File: src/sv/skt_pkg.sv
package skt_pkg;

    localparam int TABLE_DEPTH_DEF = 64;
    localparam int DATA_WIDTH_DEF  = 32;

    localparam int KEY_W   = 5;
    localparam int CODE_W  = 17;
    localparam int POS_W   = 6;
    localparam int CNT_W   = 7;
    localparam int REC_W   = 32;

    localparam logic [KEY_W-1:0] KEY_MAX   = 5'd24;
    localparam int unsigned      CODE_STEP = 1000;
    localparam int unsigned      CODE_BASE = 10000;

    typedef enum logic [1:0] {
        OP_INSERT = 2'd0,
        OP_SEARCH = 2'd1,
        OP_DELETE = 2'd2,
        OP_NOP    = 2'd3
    } t_op;

    typedef enum logic [1:0] {
        ST_OK        = 2'd0,
        ST_FULL      = 2'd1,
        ST_NOT_FOUND = 2'd2,
        ST_RANGE     = 2'd3
    } t_status;

    typedef struct packed {
        logic [KEY_W-1:0]  hour;
        logic [CODE_W-1:0] code;
        logic              pickup;
    } t_entry;

    typedef struct packed {
        logic take_new;
        logic take_left;
        logic take_right;
    } t_cell_ctrl;

    typedef struct packed {
        logic lt;
        logic eq;
        logic gt;
    } t_cell_flags;

endpackage

File: src/sv/skt_cell.sv
module skt_cell
    import skt_pkg::*;
#(
    parameter int DATA_WIDTH = DATA_WIDTH_DEF
) (
    input  logic                  i_clk,
    input  logic                  i_valid,
    input  logic [KEY_W-1:0]      i_key,
    input  t_cell_ctrl            i_ctrl,
    input  t_entry                i_new,
    input  logic [DATA_WIDTH-1:0] i_new_data,
    input  t_entry                i_left,
    input  logic [DATA_WIDTH-1:0] i_left_data,
    input  t_entry                i_right,
    input  logic [DATA_WIDTH-1:0] i_right_data,
    output t_entry                o_entry,
    output logic [DATA_WIDTH-1:0] o_data,
    output t_cell_flags           o_flags
);

    t_entry                r_entry;
    logic [DATA_WIDTH-1:0] r_data;

    always_ff @(posedge i_clk) begin
        if (i_ctrl.take_new) begin
            r_entry <= i_new;
            r_data  <= i_new_data;
        end else if (i_ctrl.take_left) begin
            r_entry <= i_left;
            r_data  <= i_left_data;
        end else if (i_ctrl.take_right) begin
            r_entry <= i_right;
            r_data  <= i_right_data;
        end
    end

    always_comb begin
        o_flags.lt = i_valid && (r_entry.hour < i_key);
        o_flags.eq = i_valid && (r_entry.hour == i_key);
        o_flags.gt = i_valid && (r_entry.hour > i_key);
    end

    assign o_entry = r_entry;
    assign o_data  = r_data;

endmodule

File: config.mk
export PLATFORM = sky130hd
export DESIGN_NAME = skt_cell
export DESIGN_NICKNAME = d
export VERILOG_FILES = /design/src/sv/skt_pkg.sv /design/src/sv/skt_cell.sv
export SDC_FILE = /design/constraint.sdc
export NUM_CORES = 1
export LEC_CHECK = 0
export ABC_AREA = 1
export BUFFER_PORTS_ARGS = -buffer_cell sky130_fd_sc_hd__clkbuf_2
export CAP_MARGIN = 40
export CORE_AREA = 2 2 89 91
export CTS_BUF_LIST = sky130_fd_sc_hd__clkbuf_16
export DETAILED_ROUTE_END_ITERATION = 10
export DIE_AREA = 0 0 91 93
export PLACE_DENSITY = 0.77
export SLEW_MARGIN = 20
export SYNTH_ARGS = -nofsm -noshare
export SYNTH_HDL_FRONTEND = slang
export SYNTH_SLANG_ARGS = --single-unit
File: constraint.sdc
create_clock -name i_clk -period 5.25 [get_ports i_clk]
set_input_delay 1.3125 -clock i_clk [delete_from_list [all_inputs] [get_ports i_clk]]
set_output_delay 1.3125 -clock i_clk [all_outputs]
set_load 0.005 [all_outputs]
Word-level counts from Yosys, hierarchy flattened

Index checks and enable logic that the tools add are counted.

Shift-type cells: 0
Add/subtract/negate cells: 0
Mux-type cells: 6
Bitwise gates (word level): 0
Order comparisons: 2
Equality and inequality tests: 1
Divide/modulo/power cells: 0
Multiply operators: 0
Reduce and logical (&&, ||, !) cells: 4

Operators by type and width:

| kind                | number |
|---|---|
| $mux W32            | 3 |
| $mux W23            | 3 |
| $eq A5 B5 Y1        | 1 |
| $gt A5 B5 Y1        | 1 |
| $lt A5 B5 Y1        | 1 |
| $logic_and A1 B1 Y1 | 3 |
| $reduce_bool A3 Y1  | 1 |

Memory bits (writable): 0
Input bits: 175
Register bits after elaboration: 55
Latch bits: 0
Memory bits (read-only): 0
Word-level logic and storage cells: 17
Output and inout port bits: 58
Memories: 0

Logic depth before layout (Yosys ltp)

Depth after elaboration: 3
Depth in mapped cells: 8
Depth with buffers taken out: 8

Worst setup path after synthesis

Ideal clock, no wire load.

Kind: input to output
From: in i_key[4]
To: out o_flags[0] (netlist name)
Data arrival time: 2,005 ps
Buffers on the path: 0
Data required time: 3,938 ps
Slack: 1,933 ps
Stages on the path: 6
Path through: inv_1 -> ha_1 -> nand2_1 -> nor3_1 -> nor2_1 -> nor2_1

RTL lines:

| what            | line           | text |
|---|---|---|
| start, declared | skt_cell.sv:8  | `input logic [KEY_W-1:0] i_key,` |
| end, declared   | skt_cell.sv:18 | `output t_cell_flags o_flags` |

==> flow_metrics.tcl <==
set metrics [dict create \
    cp_top_family "simple AND/OR/NAND/NOR gates" \
    yosysUniqueCellTypes 14 \
    slew_violations 0 \
    powerDensity_nw_per_um2 258 \
    crit_fanout 3 \
    synth_xor_area_share_pct 0 \
    wirelength_um 9010 \
    port_buffers 232 \
    syn_to_final_growth_pct 44.7 \
    crit_chain "clkbuf_2 -> inv_1 -> ha_1 -> nand2_1 -> inv_1 -> nand2_1 -> nand3_1 -> nor2_1 -> clkbuf_2" \
    cts_tree "built" \
    die-area_um2 8460 \
    met2_usage_pct 38.6 \
    min_period_over_period_pct 68.5 \
    min_path_type "input port to flip-flop" \
    p_switching_uw 279 \
    chipHeight_um 93 \
    seq_area_frac_synth_pct 55.3 \
    syn-num-nets 513 \
    drc 0 \
    peakVddDrop_v 0.000130 \
    hold_depth 3 \
    syn_inst 333 \
    grt_antenna_before_repair 0 \
    cts_sinks 55 \
    critPathKind "input port to primary output" \
    synthAdderAreaFrac_pct 2.10 \
    cts_resized 0 \
    clk_path_buf_depth 2 \
    routabilityCongestion 0.811 \
    muxShareOfSynthArea_pct 0 \
    max_freq_mhz 278 \
    synth_compound_area_share_pct 19.9 \
    finalHoldViolCount 0 \
    wire_per_inst_um 13.7 \
    root_buffer "clkbuf_16" \
    p_sw_share_pct 25.1 \
    critPathBufInv 4 \
    p_clk_share_pct 27.8 \
    syn-cell-area_um2 2980 \
    rsz0062_at_grt "no" \
    max-cap-violations 0 \
    path_clk_slew_ps 70 \
    cellLeakagePower_uw 0.00217 \
    postCtsSetupBuffers 0 \
    io_pins 233 \
    ctsHoldBuffers 0 \
    syn-mean-instance-area_um2 8.96 \
    grt_pass1_vias 3122 \
    grt_max_degree 57 \
    p_seq_share_pct 50.2 \
    antenna_left 0 \
    crit_path_max_incr_delay_ps 300 \
    min_period_ps 3600 \
    synth-simple-area-share_pct 16.2 \
    grt.busiest_layer "met2" \
    design.core.area_um2 7530 \
    die_w_um 91 \
    drt_pass1_iterations 6 \
    placed_cells 648 \
    critPathLaunchType "input port" \
    n_fill_cell 698 \
    place_hpwl_um 6880 \
    drtIter0Drc 158 \
    cp_slowest_cell "ha_1" \
    worstMarginPinSlew_ps 745 \
    grt_use_total_pct 20.4 \
    start_util_pct 39.6 \
    place_area_um2 4150 \
    outcome "completed" \
    worst_setup_path_end_kind "primary output" \
    final_area_um2 4320 \
    ys_seq_elements 55 \
    tns_ps 0 \
    std_cell_rows 32 \
    min_to "o_data[11]" \
    setup_violations 0 \
    use_met1_pct 22.7 \
    relSlewSlack_pct 50.2 \
    cts_made_buffers 5 \
    grt_use_met3_pct 4.03 \
    internal_power_uw 833 \
    fin_total_pwr_uw 1110 \
    synth_top_family_by_area "compound AO/OA/AOI/OAI gates" \
    power_frac_comb_pct 21.9 \
    critPathArrivalTime_ps 2280 \
    layout.nets 734 \
    crit_required_ps 3940 \
    insertedDiodeCount 0 \
    vias 3258 \
    min_from "i_new_data[11]" \
    ys_warn_count 0 \
    htree_levels 2 \
    grt_overflow 0 \
    final_cells 657 \
    via_per_inst 4.96 \
    drive_gt1_share_pct 46.1 \
    grt_pass1_wl_um 14000 \
]
-- worst min-delay path: stages --
cell and delay [ps]:
clkbuf_2 80, nor2_1 30, a21oi_1 100
-- flip-flops by register name, indices dropped and copies added, names as in the netlist --
name,count
o_data,32
o_entry,23
-- worst max path at each step --
stage,startpoint,end,slack (ps),depth (start not counted)
6_report,i_key[4],o_flags[2],1650,9
2_1_floorplan,i_key[4],o_flags[0],1930,6
3_5_place_dp,i_key[4],o_flags[2],1660,9
5_1_grt,i_key[4],o_flags[2],1540,9
3_3_place_gp,i_key[4],o_flags[0],1690,8
4_1_cts,i_key[4],o_flags[0],1650,9
-- metrics by stage --
stage / setup slack [ps] / hold slack, ps / utilization [%]
after global placement: 1690 / 1640 / 55.2
after global routing: 1540 / 1360 / 57.4
after CTS: 1650 / 1340 / 57.0
after detailed placement: 1660 / 1640 / 55.2
after floorplan: 1930 / 1540 / -
final: 1650 / 1350 / 57.4
-- synthesized netlist by cell type --
cell / n / area (µm²)
a21oi_1: 101 / 505
a21oi_2: 10 / 87.6
buf_2: 14 / 70.1
buf_4: 3 / 22.5
buf_6: 5 / 56.3
clkbuf_1: 1 / 3.75
edfxtp_1: 55 / 1650
ha_1: 5 / 62.6
inv_1: 10 / 37.5
inv_2: 1 / 3.75
nand2_1: 65 / 244
nand3_1: 1 / 5.00
nor2_1: 61 / 229
nor3_1: 1 / 5.00
-- power groups by stage --
stage / combinational (µW) / sequential (µW) / clock (µW)
floorplan: 96.3 / 573 / 0
global placement: 235 / 565 / 0
detailed placement: 243 / 569 / 0
CTS: 243 / 559 / 315
global route: 271 / 563 / 333
finish: 244 / 559 / 309
-- layout by cell type, fill, tap and decap left out, drive strengths merged --
master / n
a21oi: 111
nand3: 1
ha: 5
edfxtp: 55
nand2: 65
nor2: 61
clkinv: 1
inv: 13
buf: 5
nor3: 1
clkbuf: 237
-- area by class of cell --
type / instances / area [µm²] / area share, %
clock buffer: 5 / 125 / 2.90
inverter: 11 / 41.3 / 0.956
timing repair buffer: 237 / 1220 / 28.2
sequential: 55 / 1650 / 38.2
multi-input combinational: 244 / 1140 / 26.4
tap: 102 / 128 / 2.96
clock inverter: 3 / 12.5 / 0.290
-- kinds of logic (layout without fill, tap and decap cells) --
kind of cell / after synthesis / in the layout
buffers and inverters: 34 / 256
AND/OR/NAND/NOR: 128 / 128
AO/OA/AOI/OAI: 111 / 111
flip-flops: 55 / 55
adder cells (fa/ha/maj): 5 / 5
-- metal layers --
metal | part of all wire [%] | routed length (µm)
met5 | 0 | 0
met2 | 53 | 4750
met4 | 2.2 | 202
met1 | 37 | 3320
met3 | 8.2 | 738
Power figures use the tool's default switching activity.
